--- config.mk ---
export PLATFORM = sky130hd
export DESIGN_NAME = mqtt_packet_deframer
export DESIGN_NICKNAME = d
export VERILOG_FILES = /design/src/rtl/mpd_pkg.sv /design/src/rtl/mpd_front.sv /design/src/rtl/mpd_back.sv /design/src/rtl/mpd_res_q.sv /design/src/rtl/mqtt_packet_deframer.sv
export SDC_FILE = /design/constraint.sdc
export NUM_CORES = 1
export LEC_CHECK = 0
export BUFFER_PORTS_ARGS = -buffer_cell sky130_fd_sc_hd__buf_2
export CAP_MARGIN = 10
export CELL_PAD_IN_SITES_DETAIL_PLACEMENT = 1
export CELL_PAD_IN_SITES_GLOBAL_PLACEMENT = 1
export CORE_MARGIN = 4
export CORE_UTILIZATION = 25
export DETAILED_ROUTE_END_ITERATION = 10
export GPL_TIMING_DRIVEN = 0
export PLACE_DENSITY = 0.44
export SETUP_SLACK_MARGIN = 0.15
export SLEW_MARGIN = 15
export SYNTH_ARGS = -nofsm -noshare
export SYNTH_HDL_FRONTEND = slang
export SYNTH_SLANG_ARGS = --single-unit
export TNS_END_PERCENT = 5
--- constraint.sdc ---
create_clock -name clk -period 5.4 [get_ports clk]
set_input_delay 0.81 -clock clk [delete_from_list [all_inputs] [get_ports clk]]
set_output_delay 0.81 -clock clk [all_outputs]
set_load 0.1 [all_outputs]
--- src/rtl/mpd_pkg.sv ---
`timescale 1ns / 1ps
`default_nettype none
// ---------------------------------------------------------------------------
// MQTT packet deframer package
// Shared types and constants for the input queue, parser and result queue.
// ---------------------------------------------------------------------------
package mpd_pkg;

	localparam int LEN_W     = 28;
	localparam int TOPIC_W   = 16;
	localparam int LEN_CNT_W = 3;

	localparam logic [3:0] TYPE_CONNACK = 4'd2;
	localparam logic [3:0] TYPE_PUBLISH = 4'd3;

	localparam logic [1:0] VERDICT_NONE     = 2'd0;
	localparam logic [1:0] VERDICT_ACCEPTED = 2'd1;
	localparam logic [1:0] VERDICT_REFUSED  = 2'd2;

	typedef enum logic [2:0] {
		ROLE_HEADER    = 3'd0,
		ROLE_LENGTH    = 3'd1,
		ROLE_TOPIC_LEN = 3'd2,
		ROLE_TOPIC     = 3'd3,
		ROLE_PAYLOAD   = 3'd4,
		ROLE_OTHER     = 3'd5,
		ROLE_IGNORED   = 3'd6
	} role_t;

	typedef enum logic [1:0] {
		PH_HEADER,
		PH_LENGTH,
		PH_BODY
	} phase_t;

	typedef enum logic {
		IT_DATA,
		IT_RESTART
	} item_kind_t;

	typedef struct packed {
		item_kind_t  kind;
		logic [7:0]  data;
	} item_t;

	typedef struct packed {
		logic [3:0]       packet_type;
		logic [3:0]       packet_flags;
		role_t            role;
		logic [7:0]       data_byte;
		logic [LEN_W-1:0] body_offset;
		logic [LEN_W-1:0] body_length;
		logic             last_of_packet;
		logic [1:0]       connack_verdict;
		logic             publish_ok;
		logic             length_error;
		logic             is_connected;
	} res_t;

endpackage
`default_nettype wire

--- src/rtl/mpd_front.sv ---
`timescale 1ns / 1ps
`default_nettype none
// ---------------------------------------------------------------------------
// MQTT deframer front
// Takes received bytes, tags restart items and holds up to two of them.
// ---------------------------------------------------------------------------
module mpd_front
	import mpd_pkg::*;
(
	input  wire logic       clk,
	input  wire logic       arst_n,
	input  wire logic       push,
	input  wire logic [7:0] rx_byte,
	input  wire logic       restart,
	output logic            full,
	output logic            valid,
	output item_t           head,
	input  wire logic       take
);

	item_t      mem_q [2];
	logic       wr_ptr_q;
	logic       rd_ptr_q;
	logic [1:0] count_q;
	logic       wr_en;
	logic       rd_en;
	item_t      item_in;

	assign full  = (count_q == 2'd2);
	assign valid = (count_q != 2'd0);
	assign wr_en = push && !full;
	assign rd_en = take && valid;
	assign head  = mem_q[rd_ptr_q];

	always_comb begin
		item_in.kind = restart ? IT_RESTART : IT_DATA;
		item_in.data = rx_byte;
	end

	always_ff @(posedge clk) begin
		if (wr_en) begin
			mem_q[wr_ptr_q] <= item_in;
		end
	end

	always_ff @(posedge clk or negedge arst_n) begin
		if (!arst_n) begin
			wr_ptr_q <= 1'b0;
			rd_ptr_q <= 1'b0;
			count_q  <= 2'd0;
		end else begin
			if (wr_en) begin
				wr_ptr_q <= !wr_ptr_q;
			end
			if (rd_en) begin
				rd_ptr_q <= !rd_ptr_q;
			end
			case ({wr_en, rd_en})
				2'b10:   count_q <= count_q + 2'd1;
				2'b01:   count_q <= count_q - 2'd1;
				default: count_q <= count_q;
			endcase
		end
	end

endmodule
`default_nettype wire

--- src/rtl/mpd_back.sv ---
`timescale 1ns / 1ps
`default_nettype none
// ---------------------------------------------------------------------------
// MQTT deframer parser
// Walks header, remaining length and body, one item per cycle unless out_full.
// ---------------------------------------------------------------------------
module mpd_back
	import mpd_pkg::*;
#(
	parameter int MAX_LENGTH_BYTES = 4
) (
	input  wire logic  clk,
	input  wire logic  arst_n,
	input  wire logic  in_valid,
	input  wire item_t in_item,
	input  wire logic  out_full,
	output logic       take,
	output res_t       res
);

	phase_t              phase_q, phase_d;
	logic [3:0]          type_q, type_d;
	logic [3:0]          flags_q, flags_d;
	logic [LEN_W-1:0]    acc_q, acc_d;
	logic [LEN_CNT_W-1:0] cnt_q, cnt_d;
	logic [LEN_W-1:0]    bc_q, bc_d;
	logic [TOPIC_W-1:0]  topic_q, topic_d;
	logic                ackz_q, ackz_d;
	logic                conn_q, conn_d;
	logic                lock_q, lock_d;

	logic [7:0]          b;
	logic                is_restart;
	logic [1:0]          grp;
	logic [LEN_W-1:0]    grp_val;
	logic [LEN_W-1:0]    acc_len;
	logic [LEN_CNT_W-1:0] cnt_next;
	logic                cont;
	logic [LEN_W-1:0]    bc_inc;
	logic                body_last;
	logic                is_pub;
	logic                is_ack;
	logic [TOPIC_W-1:0]  topic_upd;
	logic                ackz_upd;

	assign b          = in_item.data;
	assign is_restart = (in_item.kind == IT_RESTART);
	assign take       = in_valid && !out_full;
	assign cont       = b[7];
	assign is_pub     = (type_q == TYPE_PUBLISH);
	assign is_ack     = (type_q == TYPE_CONNACK);

	// 7-bit group placed by its position, least significant group first
	assign grp = (cnt_q > LEN_CNT_W'(3)) ? 2'd3 : cnt_q[1:0];
	always_comb begin
		case (grp)
			2'd0:    grp_val = {21'd0, b[6:0]};
			2'd1:    grp_val = {14'd0, b[6:0], 7'd0};
			2'd2:    grp_val = {7'd0, b[6:0], 14'd0};
			default: grp_val = {b[6:0], 21'd0};
		endcase
	end
	assign acc_len  = acc_q + grp_val;
	assign cnt_next = LEN_CNT_W'({1'b0, grp}) + LEN_CNT_W'(1);

	assign bc_inc    = bc_q + LEN_W'(1);
	assign body_last = (bc_inc >= acc_q);

	always_comb begin
		topic_upd = topic_q;
		if (is_pub && bc_q == LEN_W'(0)) begin
			topic_upd = {b, 8'h00};
		end else if (is_pub && bc_q == LEN_W'(1)) begin
			topic_upd = {topic_q[15:8], b};
		end
	end
	assign ackz_upd = (is_ack && bc_q == LEN_W'(1)) ? (b == 8'd0) : ackz_q;

	// Next parse phase
	always_comb begin
		phase_d = phase_q;
		if (is_restart) begin
			phase_d = PH_HEADER;
		end else if (!lock_q) begin
			case (phase_q)
				PH_HEADER: phase_d = PH_LENGTH;
				PH_LENGTH: begin
					if (!cont) begin
						phase_d = (acc_len == LEN_W'(0)) ? PH_HEADER : PH_BODY;
					end
				end
				PH_BODY: begin
					if (body_last) begin
						phase_d = PH_HEADER;
					end
				end
				default: phase_d = PH_HEADER;
			endcase
		end
	end

	// Datapath and result
	always_comb begin
		type_d  = type_q;
		flags_d = flags_q;
		acc_d   = acc_q;
		cnt_d   = cnt_q;
		bc_d    = bc_q;
		topic_d = topic_q;
		ackz_d  = ackz_q;
		conn_d  = conn_q;
		lock_d  = lock_q;

		res.role            = ROLE_IGNORED;
		res.body_offset     = '0;
		res.last_of_packet  = 1'b0;
		res.connack_verdict = VERDICT_NONE;
		res.publish_ok      = 1'b0;

		if (is_restart) begin
			type_d  = '0;
			flags_d = '0;
			acc_d   = '0;
			cnt_d   = '0;
			bc_d    = '0;
			topic_d = '0;
			ackz_d  = 1'b0;
			conn_d  = 1'b0;
			lock_d  = 1'b0;
		end else if (!lock_q) begin
			case (phase_q)
				PH_HEADER: begin
					res.role = ROLE_HEADER;
					type_d   = b[7:4];
					flags_d  = b[3:0];
					acc_d    = '0;
					cnt_d    = '0;
					bc_d     = '0;
					topic_d  = '0;
					ackz_d   = 1'b0;
				end
				PH_LENGTH: begin
					res.role = ROLE_LENGTH;
					acc_d    = acc_len;
					cnt_d    = cnt_next;
					if (!cont) begin
						res.last_of_packet = (acc_len == LEN_W'(0));
					end else if (cnt_next >= LEN_CNT_W'(MAX_LENGTH_BYTES)) begin
						lock_d = 1'b1;
					end
				end
				PH_BODY: begin
					res.body_offset = bc_q;
					if (is_pub) begin
						if (bc_q == LEN_W'(0) || bc_q == LEN_W'(1)) begin
							res.role = ROLE_TOPIC_LEN;
						end else if ((bc_q - LEN_W'(2)) < LEN_W'(topic_q)) begin
							res.role = ROLE_TOPIC;
						end else begin
							res.role = ROLE_PAYLOAD;
						end
					end else begin
						res.role = ROLE_OTHER;
					end
					topic_d            = topic_upd;
					ackz_d             = ackz_upd;
					bc_d               = bc_inc;
					res.last_of_packet = body_last;
				end
				default: res.role = ROLE_IGNORED;
			endcase

			// Verdicts use the values this byte leaves behind
			if (res.last_of_packet) begin
				if (is_ack) begin
					if (acc_d >= LEN_W'(2) && ackz_d) begin
						res.connack_verdict = VERDICT_ACCEPTED;
						conn_d              = 1'b1;
					end else begin
						res.connack_verdict = VERDICT_REFUSED;
						conn_d              = 1'b0;
					end
				end else if (is_pub) begin
					res.publish_ok = (acc_d >= LEN_W'(4)) &&
						(acc_d >= LEN_W'({1'b0, topic_d}) + LEN_W'(2));
				end
			end
		end

		res.packet_type  = type_d;
		res.packet_flags = flags_d;
		res.data_byte    = b;
		res.body_length  = acc_d;
		res.length_error = lock_d;
		res.is_connected = conn_d;
	end

	always_ff @(posedge clk or negedge arst_n) begin
		if (!arst_n) begin
			phase_q <= PH_HEADER;
			type_q  <= '0;
			flags_q <= '0;
			acc_q   <= '0;
			cnt_q   <= '0;
			bc_q    <= '0;
			topic_q <= '0;
			ackz_q  <= 1'b0;
			conn_q  <= 1'b0;
			lock_q  <= 1'b0;
		end else if (take) begin
			phase_q <= phase_d;
			type_q  <= type_d;
			flags_q <= flags_d;
			acc_q   <= acc_d;
			cnt_q   <= cnt_d;
			bc_q    <= bc_d;
			topic_q <= topic_d;
			ackz_q  <= ackz_d;
			conn_q  <= conn_d;
			lock_q  <= lock_d;
		end
	end

endmodule
`default_nettype wire

--- src/rtl/mpd_res_q.sv ---
`timescale 1ns / 1ps
`default_nettype none
// ---------------------------------------------------------------------------
// MQTT deframer result queue
// Two-entry queue that holds parsed items until the consumer pops them.
// ---------------------------------------------------------------------------
module mpd_res_q
	import mpd_pkg::*;
(
	input  wire logic clk,
	input  wire logic arst_n,
	input  wire logic wr,
	input  wire res_t wr_item,
	output logic      full,
	output logic      empty,
	output res_t      head,
	input  wire logic pop
);

	res_t       mem_q [2];
	logic       wr_ptr_q;
	logic       rd_ptr_q;
	logic [1:0] count_q;
	logic       wr_en;
	logic       rd_en;

	assign full  = (count_q == 2'd2);
	assign empty = (count_q == 2'd0);
	assign wr_en = wr && !full;
	assign rd_en = pop && !empty;
	assign head  = mem_q[rd_ptr_q];

	always_ff @(posedge clk) begin
		if (wr_en) begin
			mem_q[wr_ptr_q] <= wr_item;
		end
	end

	always_ff @(posedge clk or negedge arst_n) begin
		if (!arst_n) begin
			wr_ptr_q <= 1'b0;
			rd_ptr_q <= 1'b0;
			count_q  <= 2'd0;
		end else begin
			if (wr_en) begin
				wr_ptr_q <= !wr_ptr_q;
			end
			if (rd_en) begin
				rd_ptr_q <= !rd_ptr_q;
			end
			case ({wr_en, rd_en})
				2'b10:   count_q <= count_q + 2'd1;
				2'b01:   count_q <= count_q - 2'd1;
				default: count_q <= count_q;
			endcase
		end
	end

endmodule
`default_nettype wire

--- src/rtl/mqtt_packet_deframer.sv ---
`timescale 1ns / 1ps
`default_nettype none
// ---------------------------------------------------------------------------
// MQTT packet deframer
// Splits a received byte stream into MQTT packets and tags every byte.
// ---------------------------------------------------------------------------
//  channel   handshake      payload
//  input     push / full    rx_byte, restart
//  result    pop / empty    packet_type .. is_connected (one item per input)
//
//  One item per cycle while the consumer pops; an item is registered in the
//  input queue, then in the result queue. The rate is set by the parser
//  update (length add, body count compare). Each side has a two-entry queue,
//  so a stalled consumer fills the result queue, then the input queue, then
//  raises full. Asynchronous reset clears all parser state; no clearing pass.
// ---------------------------------------------------------------------------
module mqtt_packet_deframer
	import mpd_pkg::*;
#(
	parameter int MAX_LENGTH_BYTES = 4
) (
	input  wire logic        clk,
	input  wire logic        arst_n,
	input  wire logic        push,
	output logic             full,
	input  wire logic [7:0]  rx_byte,
	input  wire logic        restart,
	output logic             empty,
	input  wire logic        pop,
	output logic [3:0]       packet_type,
	output logic [3:0]       packet_flags,
	output logic [2:0]       byte_role,
	output logic [7:0]       data_byte,
	output logic [LEN_W-1:0] body_offset,
	output logic [LEN_W-1:0] body_length,
	output logic             last_of_packet,
	output logic [1:0]       connack_verdict,
	output logic             publish_ok,
	output logic             length_error,
	output logic             is_connected
);

	logic  item_valid;
	item_t item_head;
	logic  item_take;
	logic  res_full;
	res_t  res_new;
	res_t  res_head;

	mpd_front u_front (
		.clk     (clk),
		.arst_n  (arst_n),
		.push    (push),
		.rx_byte (rx_byte),
		.restart (restart),
		.full    (full),
		.valid   (item_valid),
		.head    (item_head),
		.take    (item_take)
	);

	mpd_back #(
		.MAX_LENGTH_BYTES (MAX_LENGTH_BYTES)
	) u_back (
		.clk      (clk),
		.arst_n   (arst_n),
		.in_valid (item_valid),
		.in_item  (item_head),
		.out_full (res_full),
		.take     (item_take),
		.res      (res_new)
	);

	mpd_res_q u_res_q (
		.clk     (clk),
		.arst_n  (arst_n),
		.wr      (item_take),
		.wr_item (res_new),
		.full    (res_full),
		.empty   (empty),
		.head    (res_head),
		.pop     (pop)
	);

	assign packet_type     = res_head.packet_type;
	assign packet_flags    = res_head.packet_flags;
	assign byte_role       = res_head.role;
	assign data_byte       = res_head.data_byte;
	assign body_offset     = res_head.body_offset;
	assign body_length     = res_head.body_length;
	assign last_of_packet  = res_head.last_of_packet;
	assign connack_verdict = res_head.connack_verdict;
	assign publish_ok      = res_head.publish_ok;
	assign length_error    = res_head.length_error;
	assign is_connected    = res_head.is_connected;

`ifndef SYNTHESIS
	a_verdict_on_connack_end: assert property (@(posedge clk) disable iff (!arst_n)
		!empty && connack_verdict != VERDICT_NONE |->
			last_of_packet && packet_type == TYPE_CONNACK)
		else $error("connack verdict outside last CONNACK byte");

	a_pub_ok_on_publish_end: assert property (@(posedge clk) disable iff (!arst_n)
		!empty && publish_ok |-> last_of_packet && packet_type == TYPE_PUBLISH)
		else $error("publish_ok outside last PUBLISH byte");

	a_locked_roles: assert property (@(posedge clk) disable iff (!arst_n)
		!empty && length_error |->
			byte_role == ROLE_LENGTH || byte_role == ROLE_IGNORED)
		else $error("locked parser produced a body or header role");

	a_accept_connects: assert property (@(posedge clk) disable iff (!arst_n)
		!empty && connack_verdict == VERDICT_ACCEPTED |-> is_connected)
		else $error("accepted CONNACK left link disconnected");
`endif

endmodule
`default_nettype wire

==> results of run 1 <==
==> area by class of cell <==
type / instances / area (um2)
Clock buffer: 45 / 1006
Inverter: 82 / 312.8
Tap cell: 873 / 1092
Fill cell: 7673 / 46710
Clock inverter: 18 / 173.9
Sequential cell: 276 / 7809
Timing Repair Buffer: 117 / 757.0
Multi-Input combinational cell: 1200 / 8686
Buffer: 109 / 488.0
==> synth_stat cells (all sizes together), types with 7 or more instances <==
cell type / instances / area share, %
a2111oi: 7 / 0.36
a211oi: 31 / 1.4
a21boi: 8 / 0.36
a21o: 28 / 1.2
a21oi: 64 / 1.9
a22o: 28 / 1.5
a22oi: 17 / 0.76
a31oi: 15 / 0.56
a32o: 7 / 0.41
and2: 8 / 0.30
and3: 46 / 1.7
buf: 8 / 0.24
clkbuf: 101 / 2.3
dfrtp: 96 / 14
edfxtp: 180 / 32
ha: 98 / 7.3
inv: 81 / 1.8
mux2: 83 / 5.5
mux2i: 15 / 0.89
nand2: 127 / 2.8
nand2b: 14 / 0.52
nand3: 45 / 1.3
nand4: 31 / 1.2
nor2: 149 / 3.3
nor2b: 7 / 0.26
nor3: 31 / 0.95
nor4: 17 / 0.81
o211ai: 10 / 0.44
o21a: 13 / 0.58
o21ai: 86 / 2.5
o22ai: 23 / 0.85
o31ai: 7 / 0.31
or3: 12 / 0.44
or4: 8 / 0.40
xnor2: 48 / 2.5
xor2: 34 / 1.8
==> registers in the layout (all words and copies together) (netlist names), 2 cells and up <==
register,cells
u_res_q.count_q,2
u_front.mem_q,18
u_back.acc_q,28
u_front.count_q,2
u_res_q.mem_q,162
u_back.phase_q,2
u_back.flags_q,4
u_back.cnt_q,3
u_back.type_q,4
u_back.topic_q,16
u_back.bc_q,28
==> worst max-delay path, stage by stage (launching register included) <==
cell,delay [ps]
dfrtp_1,430
or3_1,430
clkbuf_2,230
nor2_2,200
ha_1,260
a21o_1,200
and4_1,200
clkbuf_2,170
or3_1,380
a32oi_2,250
inv_2,130
nor4_2,400
or4bb_4,620
nor4_1,260
nand4b_1,290
nand2_2,200
nor3b_4,310
==> worst paths after layout <==
| check | start | endpoint | slack [ps] | cells after the start |
|---|---|---|---|---|
| max | u_back.cnt_q[1]$_DFFE_PN0P_ | u_res_q.mem_q[0][4]$_DFFE_PP_ | 210 | 16 |
| min | arst_n | u_back.acc_q[23]$_DFFE_PN0P_ | 220 | 1 |
| max reg2reg | u_back.cnt_q[1]$_DFFE_PN0P_ | u_res_q.mem_q[0][4]$_DFFE_PP_ | 210 | 16 |
| min reg2reg | u_back.flags_q[2]$_DFFE_PN0P_ | u_back.flags_q[2]$_DFFE_PN0P_ | 490 | 2 |
| max in group asynchronous | arst_n | u_back.bc_q[24]$_DFFE_PN0P_ | 4460 | 2 |
| min in group clk | rx_byte[6] | u_front.mem_q[0][6]$_DFFE_PP_ | 460 | 1 |
==> repair_timing <==
action,in CTS,in global routing
pin swaps,4,10
resized for setup,58,53
setup buffers,11,5
endpoints found under the setup margin,35,17
==> cell families after synthesis <==
kind of cell             after synthesis  share of synthesized area [%]
flip-flops                           276                          46.19
multiplexers                          98                          6.418
AND/OR/NAND/NOR                      527                          15.66
AO/OA/AOI/OAI                        394                          15.79
adder cells (fa/ha/maj)               99                          7.373
buffers and inverters                191                          4.316
XOR/XNOR                              82                          4.249
==> power breakdown <==
group	total, mW	internal, mW	switching [mW]
clock	2.42	1.46	0.960
combinational	8.38	1.87	6.51
sequential	3.45	3.18	0.271
==> layer usage <==
metal  wire [um]  global-route usage [%]  vias up
met1       31190                   25.35     7118
met4        1886                   5.397        0
li1            -                       -     6509
met3        2586                   2.564       78
met2       31890                   30.72      274
met5           0                       0        -
==> through the flow <==
step                      setup TNS (ps)  cells  area (um2)
after floorplan                        0   1667       16900
after global placement           -235520   2635       18470
after detailed placement          -17800   2641       18650
after CTS                              0   2715       20140
after global routing              -75.94   2720       20320
final                                  0   2720       20320
==> impl_metrics.py, run 1 <==
metrics = {
    "run_status": {
        "status": "complete, no violations",
    },
    "sta": {
        "fin_crit_ps": 5191,
        "worstMarginPinSlew_ps": 913.5,
        "fin_crit_sh_pct": 96.13,
        "setup_viol": 0,
        "fin_ws_ps": 209.2,
        "rsz0062_at_grt": "true",
        "slew_viol_final": 0,
        "max_freq_mhz": 192.6,
        "hold_ws_ps": 219.0,
        "hold_viol_final": 0,
        "finClkSkew_ps": 20.79,
        "timing.slew.headroom_pct": 37.35,
    },
    "run": {
        "cap_violations": 0,
    },
    "routing": {
        "routed_wl_um": 67550,
        "drtIter0Drc": 793,
        "vias": 13979,
        "drc": 0,
        "wl_per_cell_um": 24.83,
        "ant_nets": 0,
        "firstDrtPassIters": 5,
        "via_per_inst": 5.139,
    },
    "power": {
        "powerDensity_nw_per_um2": 701.5,
        "p_leak_nw": 8.206,
        "ir_drop_v": 0.0004056,
        "p_total_mw": 14.26,
    },
    "clock_network": {
        "cts_tree": "yes",
        "hold_buffers": 0,
        "cts.sinks": 276,
        "htree_levels": 2,
        "cts_inserted_buffers": 35,
        "clockRootBuffer": "clkbuf_16",
        "path_clk_slew_ps": 60,
        "clkLatencyLatePin_ps": 550,
        "cts_max_path_buffers": 3,
    },
    "cells_and_area": {
        "final_common_cell": "edfxtp_1",
        "layout.nets": 1933,
        "drive_above_1_share_pct": 19.22,
        "antennaDiodeCount": 0,
        "fin_util_pct": 30.32,
        "area_growth_pct": 20.25,
        "layout_common_cells": "edfxtp_1 (180), nor2_1 (144), nand2_1 (125)",
    },
    "critical_path": {
        "worstPathRequired_ps": 5740,
        "critPathCaptureType": "register",
        "critPathLaunchType": "register",
        "crit_type": "reg2reg",
        "critPathMaxFanout": 7,
        "arrival_ps": 5530,
    },
    "synthesis": {
        "yosysWarnings": 0,
        "avgSynthCellArea_um2": 10.14,
        "synthFlopType": "edfxtp_1",
        "yosysSeqAreaShare_pct": 46.19,
        "synth_cell_types": 79,
        "synth_edf_count": 180,
        "synthCells": 1667,
        "synth_nets": 1779,
        "syn_area_um2": 16900,
        "ys_seq_elements": 276,
        "async_flop_share_pct": 34.78,
    },
    "floorplanning": {
        "die_w_um": 268.0,
        "die_y_um": 268.0,
        "design.portCount": 96,
        "design.core.area_um2": 67040,
        "initial_core_util_pct": 25.21,
        "die_area_um2": 71830,
        "fp-row-count": 95,
    },
    "grt": {
        "grt_overflow": 0,
        "first_global_vias": 14338,
        "antenna_found_initial": 0,
        "grt_pass1_wl_um": 98270,
        "track_usage_pct": 18.53,
        "grt_max_degree": 57,
    },
    "place": {
        "place_hpwl_um": 52520,
        "gp_congestion": 0.8797,
        "port_buffers": 95,
        "pre_cts_ws_ps": -1407,
    },
    "worst_hold_path": {
        "hold_path.class": "in2async",
    },
}
Note: power is estimated with default switching activity, not from simulation.
==> run 2, diff against run 1 <==
--- a/config.mk
+++ b/config.mk
@@ -10,10 +10,10 @@
 export CELL_PAD_IN_SITES_DETAIL_PLACEMENT = 1
 export CELL_PAD_IN_SITES_GLOBAL_PLACEMENT = 1
 export CORE_MARGIN = 4
-export CORE_UTILIZATION = 25
+export CORE_UTILIZATION = 50
 export DETAILED_ROUTE_END_ITERATION = 10
 export GPL_TIMING_DRIVEN = 0
-export PLACE_DENSITY = 0.44
+export PLACE_DENSITY = 0.79
 export SETUP_SLACK_MARGIN = 0.15
 export SLEW_MARGIN = 15
 export SYNTH_ARGS = -nofsm -noshare
==> constraint.sdc (replaced) <==
create_clock -name clk -period 6.45 [get_ports clk]
set_input_delay 0.9675 -clock clk [delete_from_list [all_inputs] [get_ports clk]]
set_output_delay 0.9675 -clock clk [all_outputs]
set_load 0.1 [all_outputs]
==> impl_metrics.py, run 2 (synthesis results as in run 1) <==
metrics = {
    "grt": {
        "grt_overflow": 0,
        "track_usage_pct": 31.13,
        "antenna_found_initial": 0,
        "grt_max_degree": 56,
        "first_global_vias": 14639,
        "grt_pass1_wl_um": 88250,
    },
    "cells_and_area": {
        "largest_register_ffs": 162,
        "reg_top3": "u_res_q.mem_q (162), u_back.acc_q (28), u_back.bc_q (28)",
        "final_common_cell": "edfxtp_1",
        "layout.nets": 1913,
        "fillers": 3729,
        "regMostFlops": "u_res_q.mem_q",
        "layout_common_cells": "edfxtp_1 (180), nor2_1 (148), nand2_1 (127)",
        "antennaDiodeCount": 0,
        "drive_above_1_share_pct": 14.41,
        "area_growth_pct": 12.95,
    },
    "sta": {
        "setup_viol": 0,
        "timing.slew.headroom_pct": 27.06,
        "worstMarginPinSlew_ps": 1084,
        "finClkSkew_ps": 15.84,
        "max_freq_mhz": 167.1,
        "rsz0062_at_grt": "false",
        "slew_viol_final": 0,
        "fin_crit_ps": 5984,
        "hold_ws_ps": 318.5,
        "hold_viol_final": 0,
        "fin_ws_ps": 465.8,
        "fin_crit_sh_pct": 92.78,
    },
    "clock_network": {
        "cts_inserted_buffers": 30,
        "hold_buffers": 0,
        "clockRootBuffer": "clkbuf_16",
        "htree_levels": 1,
        "cts_tree": "yes",
        "cts_max_path_buffers": 3,
        "path_clk_slew_ps": 60,
        "post-cts-setup-buffers": 0,
        "cts.sinks": 276,
        "clkLatencyLatePin_ps": 560,
    },
    "floorplanning": {
        "design.portCount": 96,
        "design.core.area_um2": 33450,
        "die_area_um2": 36810,
        "initial_core_util_pct": 50.53,
        "fp-row-count": 67,
        "die_y_um": 191.9,
        "die_w_um": 191.9,
    },
    "place": {
        "gp_congestion": 0.9961,
        "place_hpwl_um": 43690,
        "pre_cts_ws_ps": 198.0,
        "port_buffers": 95,
    },
    "critical_path": {
        "crit_type": "reg2reg",
        "critPathCaptureType": "register",
        "worstPathRequired_ps": 6740,
        "arrival_ps": 6270,
        "critPathMaxFanout": 10,
        "crit-reg2reg-launch": "u_front.rd_ptr_q$_DFFE_PN0P_",
        "critPathLaunchType": "register",
        "reg2reg_depth": 16,
        "startpoint": "u_front.rd_ptr_q$_DFFE_PN0P_",
    },
    "routing": {
        "routed_wl_um": 57500,
        "drtIter0Drc": 1347,
        "via_per_inst": 6.333,
        "vias": 14394,
        "wl_per_cell_um": 25.30,
        "firstDrtPassIters": 5,
        "drc": 0,
        "ant_nets": 0,
    },
    "run": {
        "cap_violations": 0,
    },
    "worst_hold_path": {
        "hold_path.class": "in2async",
    },
    "run_status": {
        "status": "complete, no violations",
    },
}
## run 2: cell count changes in the layout (fill, tap and decap cells not counted), sizes merged
| cell | delta |
|---|---|
| bufinv | -1 |
| buf | -17 |
| clkinv | -4 |
## run 2: cell type report
type	count	area (um2)	share of cell area [%]
plain buffers	109	426.7	2.235
clock buffers	43	820.8	4.300
clock inverters	13	128.9	0.6751
inverters	82	307.8	1.612
multi-input cells	1200	8411	44.06
flip-flops and latches	276	7807	40.90
well taps	448	560.5	2.936
repair buffers	102	626.9	3.284
## run 2: worst max-delay path, stage by stage (launching register included)
cell	delay (ps)
dfrtp_1	380
buf_2	330
mux2i_2	570
buf_6	230
nor2_1	50
ha_1	230
fa_1	400
a21o_1	230
a221o_1	460
a31o_2	320
or4_1	510
o311a_1	210
nor4_1	480
nand4b_1	240
o22ai_1	420
nand2_1	140
nor3b_1	490
## run 2: timing repair
item,CTS,global route
endpoints found under the setup margin,2,9
endpoints found under the hold margin,0,0
gates resized for setup,1,10
## run 2: path summary, 6_finish.rpt
check	end	slack (ps)
setup / recovery	u_res_q.mem_q[1][4]$_DFFE_PP_	470
hold / removal	u_back.cnt_q[0]$_DFFE_PN0P_	320
setup reg to reg	u_res_q.mem_q[1][4]$_DFFE_PP_	470
hold reg to reg	u_back.flags_q[3]$_DFFE_PN0P_	490
max in group asynchronous	u_back.bc_q[10]$_DFFE_PN0P_	5420
min in group clk	u_back.flags_q[3]$_DFFE_PN0P_	490
## run 2: metrics by stage
| stage | utilization [%] | area (um2) | std cells | TNS (ps) |
|---|---|---|---|---|
| detailed placement | 54.18 | 18120 | 2217 | 0 |
| finish | 57.07 | 19090 | 2273 | 0 |
| global route | 57.07 | 19090 | 2273 | 0 |
| global placement | 53.63 | 17940 | 2210 | -68310 |
| CTS | 57.02 | 19070 | 2273 | 0 |
| floorplan | - | 16900 | 1667 | 0 |
## run 2: layer usage
metal / wire length, um / track usage, % / share of wire (%) / vias up
met4: 1832 / 9.503 / 3.2 / 0
li1: - / - / - / 6459
met2: 27900 / 52.51 / 49 / 544
met1: 24050 / 42.25 / 42 / 7283
met5: 0 / 0 / 0 / -
met3: 3723 / 3.817 / 6.5 / 108
Power of run 2 is not shown: default switching activity piles up to over one toggle a cycle in this logic, so the estimate is an artifact.
==> run 3, diff against run 2 <==
--- a/config.mk
+++ b/config.mk
@@ -5,6 +5,7 @@
 export SDC_FILE = /design/constraint.sdc
 export NUM_CORES = 1
 export LEC_CHECK = 0
+export ABC_AREA = 1
 export BUFFER_PORTS_ARGS = -buffer_cell sky130_fd_sc_hd__buf_2
 export CAP_MARGIN = 10
 export CELL_PAD_IN_SITES_DETAIL_PLACEMENT = 1
@@ -13,7 +14,7 @@
 export CORE_UTILIZATION = 50
 export DETAILED_ROUTE_END_ITERATION = 10
 export GPL_TIMING_DRIVEN = 0
-export PLACE_DENSITY = 0.79
+export PLACE_DENSITY = 0.95
 export SETUP_SLACK_MARGIN = 0.15
 export SLEW_MARGIN = 15
 export SYNTH_ARGS = -nofsm -noshare
==> impl_metrics.py, run 3 <==
metrics = {
    "critical_path": {
        "arrival_ps": 6130,
        "worstPathRequired_ps": 6810,
        "critPathMaxFanout": 5,
        "critPathCaptureType": "register",
        "crit-reg2reg-launch": "u_back.bc_q[2]$_DFFE_PN0P_",
        "r2r_slack_ps": 670,
        "critPathLaunchType": "register",
        "r2r-end": "u_res_q.mem_q[0][2]$_DFFE_PP_",
        "slowest_stage": "dfrtp_1",
        "startpoint": "u_back.bc_q[2]$_DFFE_PN0P_",
        "reg2reg_depth": 27,
        "endpoint": "u_res_q.mem_q[0][2]$_DFFE_PP_",
        "crit_top_cell": "nand2_1",
        "crit_type": "reg2reg",
        "max_stage_delay_ps": 480,
    },
    "routing": {
        "firstDrtPassIters": 5,
        "drtIter0Drc": 1538,
        "vias": 15414,
        "ant_nets": 0,
        "via_per_inst": 6.002,
        "wl_per_cell_um": 23.70,
        "drc": 0,
        "routed_wl_um": 60860,
    },
    "place": {
        "place_hpwl_um": 45320,
        "port_buffers": 95,
        "gp_congestion": 0.9764,
        "dp_cells": 2510,
        "placed_area_um2": 17540,
    },
    "synthesis": {
        "synth_edf_count": 180,
        "yosysTopAreaCell": "edfxtp_1",
        "synth_cell_types": 50,
        "yosysSeqAreaShare_pct": 47.78,
        "async_flop_share_pct": 34.78,
        "avgSynthCellArea_um2": 8.282,
        "yosys-top-cells-count": "nand2_1 (625), inv_1 (195), nor2_1 (193)",
        "yosysWarnings": 0,
        "yosysMostFrequentCell": "nand2_1",
        "synthDominantCellAreaShare_pct": 33.08,
        "synthTopCellsByArea": "edfxtp_1 (33%), dfrtp_1 (15%), nand2_1 (14%), ha_1 (7.5%), inv_1 (4.5%)",
        "synthCells": 1973,
        "synth_nets": 2085,
        "synthFlopType": "edfxtp_1",
        "ys_seq_elements": 276,
        "syn_area_um2": 16340,
    },
    "grt": {
        "grt_pass1_wl_um": 93540,
        "grt_max_degree": 74,
        "antenna_found_initial": 2,
        "track_usage_pct": 33.53,
        "grt_overflow": 0,
        "first_global_vias": 16400,
    },
    "sta": {
        "setup_viol": 0,
        "fin_crit_sh_pct": 89.54,
        "fin_crit_ps": 5775,
        "finClkSkew_ps": 22.98,
        "slew_viol_final": 0,
        "worstMarginPinSlew_ps": 1005,
        "timing.slew.headroom_pct": 32.26,
        "max_freq_mhz": 173.2,
        "hold_viol_final": 0,
        "hold_ws_ps": 253.3,
        "rsz0062_at_grt": "false",
    },
    "cells_and_area": {
        "final_common_cell": "nand2_1",
        "largest_register_ffs": 162,
        "drive_above_1_share_pct": 9.330,
        "area_growth_pct": 13.29,
        "layout_common_cells": "nand2_1 (625), inv_1 (195), nor2_1 (191)",
        "antennaDiodeCount": 0,
        "design_area_um2": 18510,
        "reg_top3": "u_res_q.mem_q (162), u_back.acc_q (28), u_back.bc_q (28)",
        "fin_cells": 2568,
        "regMostFlops": "u_res_q.mem_q",
        "layout.nets": 2220,
    },
    "clock_network": {
        "htree_levels": 1,
        "cts_inserted_buffers": 31,
        "hold_buffers": 0,
        "cts.sinks": 276,
        "cts_resized": 0,
        "cts_tree": "yes",
        "clkLatencyLatePin_ps": 590,
        "clockRootBuffer": "clkbuf_16",
        "post-cts-setup-buffers": 0,
        "path_clk_slew_ps": 60,
        "cts_max_path_buffers": 3,
    },
    "run_status": {
        "status": "complete, no violations",
    },
    "run": {
        "cap_violations": 0,
    },
    "floorplanning": {
        "design.core.area_um2": 31880,
        "die_y_um": 188.8,
        "die_w_um": 188.8,
        "design.portCount": 96,
        "initial_core_util_pct": 51.25,
        "fp-row-count": 65,
        "die_area_um2": 35630,
    },
    "worst_hold_path": {
        "hold_path.class": "in2async",
    },
}
[run 3: changes by cell type in the layout (fill, tap and decap cells not counted), moves of 41 or more]
cell	change
nor2_1	+43
xnor2_1	-41
nand2_1	+498
mux2_2	-83
inv_1	+114
clkbuf_1	-65
and3_1	-45
o22ai_1	+44
[run 3: routing by layer]
layer	global-route usage, %	vias up	share of wire [%]
met5	0	-	0
met4	14.38	0	4.7
met3	5.984	212	8.9
met2	55.42	732	47
met1	43.65	7633	39
li1	-	6837	-
[run 3: cells by family (layout without fill, tap and decap cells)]
group | after synthesis | after routing | share of synthesized area (%)
XOR/XNOR | 72 | 72 | 3.859
buffers and inverters | 265 | 425 | 6.317
AO/OA/AOI/OAI | 285 | 285 | 9.802
adder cells (fa/ha/maj) | 99 | 99 | 7.627
AND/OR/NAND/NOR | 976 | 976 | 24.61
flip-flops | 276 | 276 | 47.78
[run 3: worst min path at each step]
stage	startpoint	end	slack, ps	cells after the start
floorplan	u_back.flags_q[0]$_DFFE_PN0P_	u_back.flags_q[0]$_DFFE_PN0P_	440	2
global placement	u_back.flags_q[2]$_DFFE_PN0P_	u_back.flags_q[2]$_DFFE_PN0P_	460	2
detailed placement	u_back.conn_q$_DFFE_PN0P_	u_back.conn_q$_DFFE_PN0P_	480	2
CTS	arst_n	u_back.bc_q[15]$_DFFE_PN0P_	250	1
global route	arst_n	u_back.bc_q[8]$_DFFE_PN0P_	260	1
finish	arst_n	u_back.bc_q[11]$_DFFE_PN0P_	250	1
[run 3: layout make-up]
cell class	instances	area [um2]
Sequential cell	276	7807
Fill cell	3886	13370
Clock buffer	43	860.8
Tap cell	435	544.3
Buffer	58	255.2
Timing Repair Buffer	102	644.4
Clock inverter	15	107.6
Inverter	207	777.0
Multi-Input combinational cell	1432	7515
[run 3: metrics by stage]
stage / util [%] / setup TNS, ps / setup slack [ps]
2_1_floorplan: - / 0 / 1734
3_3_place_gp: 54.45 / -102350 / -690.0
3_5_place_dp: 55.03 / 0 / 1073
4_1_cts: 58.07 / 0 / 908.6
5_1_grt: 58.07 / 0 / 249.0
6_report: 58.07 / 0 / 675.0
[run 3: worst max-delay path: cells and delay by family (launching register included)]
family / cells / cell delay [ps]
and+or+nand+nor: 21 / 3720
adders and majority gates: 2 / 600
DFF: 1 / 480
AOI/OAI and AO/OA: 2 / 460
xor gates and xnor gates: 1 / 200
buffers and inverters: 1 / 70
Power of run 3 is left out for the same reason.
